`src/vcd_pkg.sv`:
```
package vcd_pkg;

  localparam int ANGLE_BITS = 16;
  localparam int DEV_W      = 16;
  localparam int STEP_W     = 10;
  localparam int TIMER_W    = 16;
  localparam int CFG_W      = 16;
  localparam int CFG_IDX_W  = 1;

  localparam longint unsigned FULL_CIRCLE = 64'd1 << ANGLE_BITS;

  typedef logic [ANGLE_BITS-1:0] angle_t;

  localparam angle_t HALF_CIRCLE    = angle_t'(FULL_CIRCLE >> 1);
  localparam angle_t QUARTER_CIRCLE = angle_t'(FULL_CIRCLE >> 2);
  // largest magnitude with mag * 360 <= 85 * full circle
  localparam angle_t MAG85_LIMIT    = angle_t'((64'd85 * FULL_CIRCLE) / 64'd360);

  // ten degrees full scale in Q1.14: mag * 36 * 2^14 / full circle
  localparam int     SCALE_W   = 20;
  localparam longint unsigned DEV_SCALE = 64'd36 * 64'd16384;
  localparam int     PROD_W    = ANGLE_BITS + SCALE_W;
  localparam logic [DEV_W-1:0] Q14_ONE = DEV_W'(16384);

  localparam logic [TIMER_W-1:0] HOLD_TIME_RESET = TIMER_W'(3000);

  localparam logic [CFG_IDX_W-1:0] CFG_OBS_COURSE = 1'b0;
  localparam logic [CFG_IDX_W-1:0] CFG_HOLD_TIME  = 1'b1;

  typedef struct packed {
    logic   bvalid;
    angle_t held;
  } track_t;

  typedef struct packed {
    logic signed [DEV_W-1:0] deviation;
    logic                    to_flag;
    logic                    from_flag;
    logic                    bearing_ok;
    angle_t                  bearing;
  } result_t;

endpackage

```
`src/vor_course_deviation_core.sv`:
```
// VOR course deviation indicator core.
// Pipeline: state update register, then result register, between input beat
// and result beat. Throughput: one beat per cycle while out_ready is high.
// Reset (synchronous, active low): bearing, loss timer and both pipeline
// valids cleared; obs_course resets to 0, hold_time_ms to 3000.
module vor_course_deviation_core (
  input  logic                           clk,
  input  logic                           rst_n,
  input  logic                           cfg_we,
  input  logic [vcd_pkg::CFG_IDX_W-1:0]  cfg_index,
  input  logic [vcd_pkg::CFG_W-1:0]      cfg_wdata,
  input  logic                           in_valid,
  output logic                           in_ready,
  input  logic                           in_func,
  input  logic                           in_meas_valid,
  input  vcd_pkg::angle_t                in_meas_radial,
  input  logic [vcd_pkg::STEP_W-1:0]     in_step_ms,
  output logic                           out_valid,
  input  logic                           out_ready,
  output logic signed [vcd_pkg::DEV_W-1:0] out_deviation,
  output logic                           out_to_flag,
  output logic                           out_from_flag,
  output logic                           out_bearing_ok,
  output vcd_pkg::angle_t                out_bearing_out
);
  import vcd_pkg::*;

  angle_t             obs_course_r;
  logic [TIMER_W-1:0] hold_time_r;
  logic               s1_valid_r, s1_valid_nxt;
  logic               out_valid_r, out_valid_nxt;
  logic               out_free;
  logic               s1_adv;
  logic               in_fire;
  track_t             trk;
  result_t            res;
  result_t            res_r;

  always_ff @(posedge clk) begin
    if (!rst_n) begin
      obs_course_r <= '0;
      hold_time_r  <= HOLD_TIME_RESET;
    end else if (cfg_we) begin
      case (cfg_index)
        CFG_OBS_COURSE: obs_course_r <= cfg_wdata[ANGLE_BITS-1:0];
        CFG_HOLD_TIME:  hold_time_r  <= cfg_wdata[TIMER_W-1:0];
        default: ;
      endcase
    end
  end

  assign out_free = !out_valid_r || out_ready;
  assign s1_adv   = s1_valid_r && out_free;
  assign in_ready = !s1_valid_r || out_free;
  assign in_fire  = in_valid && in_ready;

  always_comb begin
    s1_valid_nxt = s1_valid_r;
    if (in_fire)     s1_valid_nxt = 1'b1;
    else if (s1_adv) s1_valid_nxt = 1'b0;
    out_valid_nxt = out_valid_r;
    if (s1_adv)         out_valid_nxt = 1'b1;
    else if (out_ready) out_valid_nxt = 1'b0;
  end

  always_ff @(posedge clk) begin
    if (!rst_n) begin
      s1_valid_r  <= 1'b0;
      out_valid_r <= 1'b0;
    end else begin
      s1_valid_r  <= s1_valid_nxt;
      out_valid_r <= out_valid_nxt;
    end
  end

  vcd_track u_track (
    .clk          (clk),
    .rst_n        (rst_n),
    .in_fire      (in_fire),
    .func         (in_func),
    .meas_valid   (in_meas_valid),
    .meas_radial  (in_meas_radial),
    .step_ms      (in_step_ms),
    .hold_time_ms (hold_time_r),
    .trk          (trk)
  );

  vcd_deviation u_dev (
    .trk        (trk),
    .obs_course (obs_course_r),
    .res        (res)
  );

  always_ff @(posedge clk) begin
    if (s1_adv) res_r <= res;
  end

  assign out_valid       = out_valid_r;
  assign out_deviation   = res_r.deviation;
  assign out_to_flag     = res_r.to_flag;
  assign out_from_flag   = res_r.from_flag;
  assign out_bearing_ok  = res_r.bearing_ok;
  assign out_bearing_out = res_r.bearing;

endmodule

```
`src/vcd_track.sv`:
```
module vcd_track (
  input  logic                         clk,
  input  logic                         rst_n,
  input  logic                         in_fire,
  input  logic                         func,
  input  logic                         meas_valid,
  input  vcd_pkg::angle_t              meas_radial,
  input  logic [vcd_pkg::STEP_W-1:0]   step_ms,
  input  logic [vcd_pkg::TIMER_W-1:0]  hold_time_ms,
  output vcd_pkg::track_t              trk
);
  import vcd_pkg::*;

  angle_t               held_r, held_nxt;
  logic                 bvalid_r, bvalid_nxt;
  logic                 running_r, running_nxt;
  logic [TIMER_W-1:0]   elapsed_r, elapsed_nxt;
  logic [TIMER_W:0]     elapsed_sum;
  track_t               trk_r;

  assign elapsed_sum = {1'b0, elapsed_r} + (TIMER_W+1)'(step_ms);

  always_comb begin
    held_nxt    = held_r;
    bvalid_nxt  = bvalid_r;
    running_nxt = running_r;
    elapsed_nxt = elapsed_r;
    if (func) begin
      // power switch: bearing dropped, loss timer left alone
      held_nxt   = '0;
      bvalid_nxt = 1'b0;
    end else if (!meas_valid) begin
      if (!running_r) begin
        running_nxt = 1'b1;
        elapsed_nxt = '0;
      end else begin
        elapsed_nxt = elapsed_sum[TIMER_W] ? '1 : elapsed_sum[TIMER_W-1:0];
        if (elapsed_nxt > hold_time_ms) bvalid_nxt = 1'b0;
      end
    end else begin
      running_nxt = 1'b0;
      elapsed_nxt = '0;
      bvalid_nxt  = 1'b1;
      held_nxt    = meas_radial - HALF_CIRCLE;
    end
    if (!bvalid_nxt) held_nxt = '0;
  end

  always_ff @(posedge clk) begin
    if (!rst_n) begin
      held_r    <= '0;
      bvalid_r  <= 1'b0;
      running_r <= 1'b0;
      elapsed_r <= '0;
    end else if (in_fire) begin
      held_r    <= held_nxt;
      bvalid_r  <= bvalid_nxt;
      running_r <= running_nxt;
      elapsed_r <= elapsed_nxt;
    end
  end

  always_ff @(posedge clk) begin
    if (in_fire) begin
      trk_r.bvalid <= bvalid_nxt;
      trk_r.held   <= held_nxt;
    end
  end

  assign trk = trk_r;

endmodule

```
`src/vcd_deviation.sv`:
```
module vcd_deviation (
  input  vcd_pkg::track_t  trk,
  input  vcd_pkg::angle_t  obs_course,
  output vcd_pkg::result_t res
);
  import vcd_pkg::*;

  angle_t                u;
  angle_t                mag0;
  angle_t                mag;
  logic                  neg;
  logic                  to_f;
  logic                  from_f;
  logic [PROD_W-1:0]     prod;
  logic [SCALE_W-1:0]    q;
  logic [DEV_W-1:0]      q_c;

  always_comb begin
    // radial minus course; held bearing is radial minus half a circle
    u    = trk.held + HALF_CIRCLE - obs_course;
    neg  = (u > HALF_CIRCLE);
    mag0 = neg ? (angle_t'(0) - u) : u;
    to_f   = 1'b0;
    from_f = 1'b0;
    if (mag0 > QUARTER_CIRCLE) begin
      mag = HALF_CIRCLE - mag0;
      if (mag == '0) neg = 1'b0;
      to_f = (mag <= MAG85_LIMIT);
    end else begin
      mag    = mag0;
      from_f = (mag <= MAG85_LIMIT);
    end
    prod = PROD_W'(mag) * PROD_W'(DEV_SCALE) + PROD_W'(FULL_CIRCLE >> 1);
    q    = prod[PROD_W-1:ANGLE_BITS];
    q_c  = (q > SCALE_W'(Q14_ONE)) ? Q14_ONE : q[DEV_W-1:0];

    if (trk.bvalid) begin
      res.deviation  = neg ? $signed(DEV_W'(0) - q_c) : $signed(q_c);
      res.to_flag    = to_f;
      res.from_flag  = from_f;
      res.bearing_ok = 1'b1;
      res.bearing    = trk.held;
    end else begin
      res = '0;
    end
  end

endmodule

```
`config.mk`:
```
export PLATFORM = sky130hd
export DESIGN_NAME = vor_course_deviation_core
export DESIGN_NICKNAME = d
export VERILOG_FILES = /design/src/vcd_pkg.sv /design/src/vor_course_deviation_core.sv /design/src/vcd_track.sv /design/src/vcd_deviation.sv
export SDC_FILE = /design/constraint.sdc
export NUM_CORES = 1
export LEC_CHECK = 0
export BUFFER_PORTS_ARGS = -buffer_cell sky130_fd_sc_hd__clkbuf_2
export CAP_MARGIN = 10
export CORE_MARGIN = 2
export CORE_UTILIZATION = 40
export DETAILED_ROUTE_END_ITERATION = 16
export GPL_TIMING_DRIVEN = 0
export PLACE_DENSITY = 0.68
export SLEW_MARGIN = 20
export SYNTH_ARGS = -nofsm -noshare
export SYNTH_HDL_FRONTEND = slang
export SYNTH_SLANG_ARGS = --single-unit
```
`constraint.sdc`:
```
create_clock -name clk -period 20.7 [get_ports clk]
set_input_delay 0 -clock clk [delete_from_list [all_inputs] [get_ports clk]]
set_output_delay 0 -clock clk [all_outputs]
set_load 0.05 [all_outputs]
```
==> impl_table.tex, run 1 <==
\begin{tabular}{lr}
\hline
Metric & Value \\
\hline
\multicolumn{2}{l}{\textbf{Outcome}} \\
\quad Run status & complete, no violations \\
\multicolumn{2}{l}{\textbf{Setup path}} \\
\quad CP dominant cell by count & ha\_1 \\
\quad Data required time of the critical path & approximately 21 ns \\
\quad R2R Path Start & obs\_course\_r[1]\$\_SDFFE\_PN0P\_ \\
\quad Slack of the worst reg-to-reg path & 8.17 ns \\
\quad Worst Path Arrival & 12.70 ns \\
\quad Critical path's slowest cell & fa\_1 \\
\quad Crit Path Class & reg -> reg \\
\quad Slowest cell delay on critical path & roughly 0.57 ns \\
\quad Largest fanout on the critical path & 10 \\
\quad Worst Setup End Kind & flip-flop \\
\quad Critical path origin & obs\_course\_r[1]\$\_SDFFE\_PN0P\_ \\
\quad Startpoint class of the critical path & flip-flop \\
\multicolumn{2}{l}{\textbf{Placed design}} \\
\quad HPWL Detailed & roughly 18000 um \\
\quad Count of port buffers added during placement & 86 \\
\quad Final weighted congestion in routability-driven placement & about 0.9 \\
\multicolumn{2}{l}{\textbf{Clock network}} \\
\quad Post-CTS resize count & 0 \\
\quad H-tree depth reported by CTS & 4 \\
\quad Clock slew seen by the registers of the worst setup and hold paths & 0.06 ns \\
\quad Bufs on Longest Clock Path & 2 \\
\quad TritonCTS clock tree & yes \\
\quad Clock buffer count from CTS & 17 \\
\quad Root buf cell & clkbuf\_16 \\
\quad Number of clock sinks & 120 \\
\quad Clk\_lat worst skew & about 0.43 ns \\
\multicolumn{2}{l}{\textbf{Layout}} \\
\quad Growth of design area from synthesis to finish & 19.8\% \\
\quad FF+latch area & roughly 3000 sq um \\
\quad Combined area of the multi-input logic cells & 5740 sq um \\
\quad Share of layout cells above drive strength 1 & 0.132 \\
\quad Number of filler instances in the final layout & $\sim$2100 \\
\quad Post-Route Utilization & 0.485 \\
\quad Antenna fix cells & 0 \\
\quad Post-layout nets & between 1000 and 1500 \\
\multicolumn{2}{l}{\textbf{STA}} \\
\quad Final clock skew & between 0.015 and 0.02 ns \\
\quad Max frequency & approximately 80 MHz \\
\quad Number of hold violations in the final report & 0 \\
\quad Slew Viols, Final & 0 \\
\quad Hold\_ws & 0.0624 ns \\
\quad Sum of negative setup slack & 0 ns \\
\quad RSZ-0062 raised after global routing & no \\
\quad Final period utilization & 0.605 \\
\quad Transition time of the tightest slew-check pin & roughly 0.85 ns \\
\quad Final setup fails & 0 \\
\quad Worst max-slew margin expressed relative to the limit & 0.433 \\
\quad Final critical path time including I/O delays and setup & approximately 13 ns \\
\multicolumn{2}{l}{\textbf{Pwr}} \\
\quad Leakage Power & approximately 4.4 nW \\
\quad Power Dens Cells & approximately 150 nW/um\^{}2 \\
\quad Worst IR drop on VDD & around 120 uV \\
\multicolumn{2}{l}{\textbf{Synth}} \\
\quad Yosys warnings & 0 \\
\quad Post-synthesis instance area & between 9000 and 10000 sq um \\
\quad Unique cell type count in the Yosys netlist & 80 \\
\quad Most area-hungry cell type in the Yosys netlist & edfxtp\_1 \\
\quad Main flop type after synthesis & dfxtp\_1 \\
\quad Seq cells post-synth & 120 \\
\quad Cells after synthesis & 1060 \\
\quad Post-synthesis sequential area ratio & 0.322 \\
\quad Net count after synthesis & $\sim$1200 \\
\quad Top post-synthesis cells by count & nand2\_1, nor2\_1, ha\_1 \\
\quad Avg Inst Size Synth & between 8 and 9 sq um \\
\quad Most frequently used cell type in the post-synthesis netlist & nand2\_1 \\
\quad Number of enable flip-flop cells after synthesis & 52 \\
\quad Async SR Flop Fraction & 0 \\
\quad Top cell type's share of synthesized area & 0.172 \\
\quad Biggest area contributors in the synthesized netlist & edfxtp\_1, dfxtp\_1, ha\_1 \\
\multicolumn{2}{l}{\textbf{Detailed routing}} \\
\quad Count of nets left with antenna violations after detail routing & 0 \\
\quad Number of vias per cell & around 5.5 \\
\quad Via count & around 8300 \\
\quad Drt first-iter violations & 443 \\
\quad WL/cell & $\sim$16 um \\
\quad Drt drc & 0 \\
\quad Final wirelength & 23800 um \\
\quad Count of TritonRoute iterations in the first routing pass & 5 \\
\multicolumn{2}{l}{\textbf{Floorplanning}} \\
\quad Horizontal extent of the die & around 150 um \\
\quad Std-Cell Core Area & approximately 22000 sq um \\
\quad Vertical extent of the die & about 150 um \\
\quad Top-level I/O count & slightly below 90 \\
\quad Total die area & around 24000 sq um \\
\quad Std-Cell Rows & between 50 and 60 \\
\quad Starting utilization of the core area & 0.405 \\
\multicolumn{2}{l}{\textbf{Global routing}} \\
\quad Grt ovf & 0 \\
\quad Aggregate global-route resource usage & 0.198 \\
\quad Via count of the first global-routing pass & between 7000 and 8000 \\
\quad Pin count of the biggest net entering global routing & 29 \\
\quad First-pass GRT wire length & approximately 38000 um \\
\quad Number of antenna violations at the first check in global routing & 0 \\
\multicolumn{2}{l}{\textbf{Hold path}} \\
\quad Hold wc startpoint & in\_meas\_valid \\
\quad Worst hold path class & in -> reg \\
\multicolumn{2}{l}{\textbf{Job}} \\
\quad Maximum capacitance violations & 0 \\
\hline
\end{tabular}
-- logic make-up after synthesis --
group           count (synthesis)  share of synthesized area
simple gates                  377                      0.203
mux                            30                     0.0349
xor+xnor                       61                     0.0588
fa+ha+maj                      82                      0.115
flops                         120                      0.322
buf+inv                       105                     0.0470
compound gates                285                      0.219
-- state kept, by name (all words and copies together), names as in the netlist --
name               count
out_valid              1
hold_time_r           16
out_bearing_ok         1
s1_valid_r             1
u_track.elapsed_r     16
out_from_flag          1
out_bearing_out       16
obs_course_r          16
u_track.running_r      1
u_track.held_r        16
out_deviation         16
u_track.trk           17
out_to_flag            1
u_track.bvalid_r       1
-- metrics by stage --
stage	power (mW)	cells	setup slack (ns)	cell area [sq um]
after CTS	1.61	1501	8.37	10900
after detailed placement	1.29	1432	8.42	9890
after floorplan	1.06	1060	10.29	9080
final	1.62	1501	8.17	10900
after global placement	1.28	1431	8.56	9870
after global routing	1.74	1501	7.53	10900
-- metal layers --
layer | vias up | wire, um | GRT usage
li1 | 4175 | - | -
met1 | 3840 | 11100 | 0.262
met2 | 224 | 11000 | 0.320
met3 | 33 | 1120 | 0.0384
met4 | 0 | 519 | 0.0736
met5 | - | 0 | 0
-- path summary, 6_finish.rpt --
path                                                          end  cells after the start
worst max register to register    out_deviation[12]$_SDFFCE_PN0P_                     40
worst max-delay path              out_deviation[12]$_SDFFCE_PN0P_                     40
worst min-delay path            u_track.elapsed_r[0]$_SDFFE_PN0P_                      4
worst min register to register       obs_course_r[9]$_SDFFE_PN0P_                      2
-- power breakdown --
part	switching [mW]	internal, mW	leakage, nW	total (mW)
sequential	0.00609	0.268	1.05	0.274
combinational	0.648	0.392	3.04	1.04
clock	0.107	0.195	0.301	0.303
total	0.761	0.855	4.40	1.62
-- area by class of cell --
cell class	count	area share
plain buffers	44	0.0182
flip-flops and latches	120	0.269
inverters	61	0.0211
well taps	285	0.0328
multi-input cells	835	0.528
clock buffers	26	0.0509
clock inverters	6	0.00529
repair buffers	124	0.0755
-- cells in the final DEF, fill, tap and decap left out, drive strengths merged, types with 7 or more instances in the layout --
cell and n:
a211oi 11, a21o 10, a21oi 74, a22o 16
a22oi 14, a31oi 8, and2 21, buf 13
clkbuf 144, dfxtp 68, dlygate4sd3 37, edfxtp 52
ha 79, inv 59, mux2 7, mux2i 23
nand2 119, nand2b 14, nand3 17, nand4 9
nor2 85, nor2b 14, nor3 41, nor4 8
o211ai 19, o21a 18, o21ai 45, o31ai 13
or3 11, or4 13, xnor2 39, xor2 22
-- worst max-delay path, delay by kind of cell, from the launching register on --
| kind | cells | cell delay (ns) |
|---|---|---|
| flops | 1 | 0.33 |
| mux | 2 | 0.98 |
| xor+xnor | 2 | 0.56 |
| buf+inv | 9 | 1.52 |
| fa+ha+maj | 7 | 2.24 |
| simple gates | 13 | 4.53 |
| compound gates | 7 | 2.10 |
-- timing repair --
action                                 CTS  global route
buffers inserted                         0             0
endpoints found under the hold margin   60             0
hold buffers                            37             0
(Power assumes the default switching activity.)
==> run 2: changes to the inputs <==
==> constraint.sdc (replaced) <==
create_clock -name clk -period 12.45 [get_ports clk]
set_input_delay 0 -clock clk [delete_from_list [all_inputs] [get_ports clk]]
set_output_delay 0 -clock clk [all_outputs]
set_load 0.05 [all_outputs]
==> run 2 against run 1 <==
  * Sequential share of layout area fell by 0.14 points
  * Maximum frequency rose by 4.7%
  * Power rose by 67%
==> impl_table.tex, run 2 (synthesized netlist as in run 1, its figures left out) <==
\begin{tabular}{lr}
\hline
Metric & Value \\
\hline
\multicolumn{2}{l}{\textbf{Placed design}} \\
\quad Final weighted congestion in routability-driven placement & 0.893 \\
\quad HPWL Detailed & about 18000 um \\
\quad Post-Place Cell Area & slightly below 10000 sq um \\
\quad Count of port buffers added during placement & 86 \\
\quad Worst setup slack before clock tree synthesis & 0.172 ns \\
\multicolumn{2}{l}{\textbf{Floorplanning}} \\
\quad Top-level I/O count & 87 \\
\quad Std-Cell Core Area & about 22000 sq um \\
\quad Vertical extent of the die & roughly 150 um \\
\quad Total die area & between 20000 and 25000 sq um \\
\quad Horizontal extent of the die & between 150 and 200 um \\
\quad Starting utilization of the core area & 0.405 \\
\quad Std-Cell Rows & 55 \\
\multicolumn{2}{l}{\textbf{Layout}} \\
\quad Most frequent standard cell in the layout excluding fill and tap cells & nand2\_1 \\
\quad Top library cells by usage in the layout, fill and taps aside & nand2\_1, clkbuf\_2, nor2\_1, ha\_1, a21oi\_1 \\
\quad Antenna fix cells & 0 \\
\quad Post-layout nets & 1338 \\
\quad Share of layout cells above drive strength 1 & 0.138 \\
\quad Flip-flop count of the largest register, all copies and words added & 17 \\
\quad Number of filler instances in the final layout & 2077 \\
\quad Growth of design area from synthesis to finish & 20.4\% \\
\quad Final standard cell area without fillers & 10900 sq um \\
\multicolumn{2}{l}{\textbf{Clock network}} \\
\quad Number of clock sinks & 120 \\
\quad Bufs on Longest Clock Path & 2 \\
\quad Clock buffer count from CTS & 17 \\
\quad H-tree depth reported by CTS & 4 \\
\quad Clock slew seen by the registers of the worst setup and hold paths & roughly 0.06 ns \\
\quad Clk\_lat worst skew & about 0.43 ns \\
\quad TritonCTS clock tree & yes \\
\quad Root buf cell & clkbuf\_16 \\
\multicolumn{2}{l}{\textbf{Detailed routing}} \\
\quad Met1 layer wirelength in the final routing & roughly 11000 um \\
\quad Number of vias per cell & 5.53 \\
\quad Met2 WL & around 11000 um \\
\quad Count of TritonRoute iterations in the first routing pass & 5 \\
\quad Uppermost layer routed & met4 \\
\quad Via count & slightly above 8000 \\
\quad Count of nets left with antenna violations after detail routing & 0 \\
\quad WL/cell & 15.9 um \\
\quad Drt first-iter violations & $\sim$480 \\
\quad Final wirelength & around 24000 um \\
\quad WL met3 & 1220 um \\
\quad Drt drc & 0 \\
\multicolumn{2}{l}{\textbf{Setup path}} \\
\quad Worst Setup End Kind & flip-flop \\
\quad Critical path origin & obs\_course\_r[1]\$\_SDFFE\_PN0P\_ \\
\quad Data required time of the critical path & 12.62 ns \\
\quad Worst Path Arrival & 12.15 ns \\
\quad Setup crit end & out\_deviation[12]\$\_SDFFCE\_PN0P\_ \\
\quad Crit Path Class & reg -> reg \\
\quad Startpoint class of the critical path & flip-flop \\
\quad Slowest cell delay on critical path & between 0.5 and 0.6 ns \\
\quad R2R Path Start & obs\_course\_r[1]\$\_SDFFE\_PN0P\_ \\
\quad Critical path's slowest cell & or4\_1 \\
\quad CP dominant cell by count & ha\_1 \\
\quad Largest fanout on the critical path & 10 \\
\quad Slack of the worst reg-to-reg path & around 0.47 ns \\
\quad Worst R2R End & out\_deviation[12]\$\_SDFFCE\_PN0P\_ \\
\quad Path depth of the worst reg2reg path & 40 \\
\multicolumn{2}{l}{\textbf{Pwr}} \\
\quad Sw Pwr & 1.28 mW \\
\quad Fraction of power consumed by sequential logic & 0.168 \\
\quad Part of the total power dissipated in the clock network & 0.186 \\
\quad Internal power component & approximately 1.4 mW \\
\quad Power Dens Cells & between 200 and 250 nW/um\^{}2 \\
\quad Switching fraction of total power & 0.472 \\
\quad Total power draw & about 2.7 mW \\
\quad Part of the power in combinational logic & 0.646 \\
\quad Leakage Power & about 4.4 nW \\
\quad Worst IR drop on VDD & 211 uV \\
\multicolumn{2}{l}{\textbf{STA}} \\
\quad Final setup fails & 0 \\
\quad Worst max-slew margin expressed relative to the limit & 0.432 \\
\quad Final period utilization & 0.962 \\
\quad Sum of negative setup slack & 0 ns \\
\quad Hold\_ws & about 0.061 ns \\
\quad Number of hold violations in the final report & 0 \\
\quad Final clock skew & between 0.015 and 0.02 ns \\
\quad Slew Viols, Final & 0 \\
\quad Setup WS post-layout & between 0.4 and 0.5 ns \\
\quad Transition time of the tightest slew-check pin & about 0.85 ns \\
\quad Final critical path time including I/O delays and setup & approximately 12 ns \\
\quad Max frequency & 83.5 MHz \\
\multicolumn{2}{l}{\textbf{Global routing}} \\
\quad First-pass GRT wire length & between 30000 and 40000 um \\
\quad Pin count of the biggest net entering global routing & 29 \\
\quad Grt ovf & 0 \\
\quad Number of antenna violations at the first check in global routing & 0 \\
\quad Aggregate global-route resource usage & 0.198 \\
\quad Via count of the first global-routing pass & between 7000 and 8000 \\
\multicolumn{2}{l}{\textbf{Job}} \\
\quad Maximum capacitance violations & 0 \\
\multicolumn{2}{l}{\textbf{Hold path}} \\
\quad Worst hold path class & in -> reg \\
\multicolumn{2}{l}{\textbf{Outcome}} \\
\quad Run status & complete, no violations \\
\hline
\end{tabular}
==> run 2: cell types whose count changed in the layout (fill, tap and decap cells not counted) <==
cell	previous run	this run
mux2i_4	0	1
buf_4	3	6
a21boi_0	6	5
nor3_2	1	0
xnor2_1	39	37
nor2_2	0	1
mux2i_1	22	21
xnor2_2	0	2
nor3_4	0	1
nor2_1	85	84
a21boi_1	0	1
==> run 2: worst min-delay path by stage <==
stage                  start                           endpoint  cells past startpoint
4_1_cts        in_meas_valid  u_track.elapsed_r[0]$_SDFFE_PN0P_                      4
3_3_place_gp        in_valid            s1_valid_r$_SDFFE_PN0P_                      3
5_1_grt        in_meas_valid  u_track.elapsed_r[1]$_SDFFE_PN0P_                      4
6_report       in_meas_valid  u_track.elapsed_r[0]$_SDFFE_PN0P_                      4
3_5_place_dp        in_valid            s1_valid_r$_SDFFE_PN0P_                      3
2_1_floorplan       in_valid            s1_valid_r$_SDFFE_PN0P_                      2
==> run 2: what timing repair did <==
action | 4_1_cts | 5_1_grt
endpoints found under the setup margin | 0 | 6
endpoints found under the hold margin | 60 | 0
hold buffers | 37 | 0
resized for setup | 0 | 7
setup buffers | 0 | 3
==> run 2: stage by stage <==
| stage | cells | utilization |
|---|---|---|
| floorplan | 1060 | - |
| global placement | 1431 | 0.440 |
| detailed placement | 1432 | 0.441 |
| CTS | 1501 | 0.485 |
| global route | 1504 | 0.487 |
| finish | 1504 | 0.487 |
==> run 2: area by class of cell <==
cell class / count / area (sq um) / share of cell area
multi-input combinational: 835 / 5770 / 0.528
clock inverter: 6 / 57.6 / 0.00526
timing repair buffer: 127 / 843 / 0.0771
tap: 285 / 357 / 0.0326
clock buffer: 26 / 553 / 0.0506
buffer: 44 / 198 / 0.0181
inverter: 61 / 229 / 0.0209
sequential: 120 / 2920 / 0.267
==> run 2: routing by layer <==
metal | vias up | global-route usage
met5 | - | 0
li1 | 4178 | -
met2 | 251 | 0.320
met3 | 37 | 0.0384
met1 | 3853 | 0.262
met4 | 0 | 0.0736
==> run 2: power by group through the flow <==
stage,Combinational (mW),Sequential (mW),Clock [mW]
2_1_floorplan,1.26,0.508,0
3_3_place_gp,1.66,0.464,0
3_5_place_dp,1.68,0.464,0
4_1_cts,1.71,0.456,0.509
5_1_grt,1.93,0.458,0.524
6_report,1.75,0.456,0.504
==> run 2: worst max-delay path, delay by kind of cell, from the launching register on <==
kind,cells,cell delay [ns]
AOI/OAI and AO/OA,7,2.02
xor gates and xnor gates,2,0.55
adders and majority gates,7,2.22
buffers and inverters,9,1.52
DFF,1,0.33
muxes,2,0.81
and+or+nand+nor,13,4.24
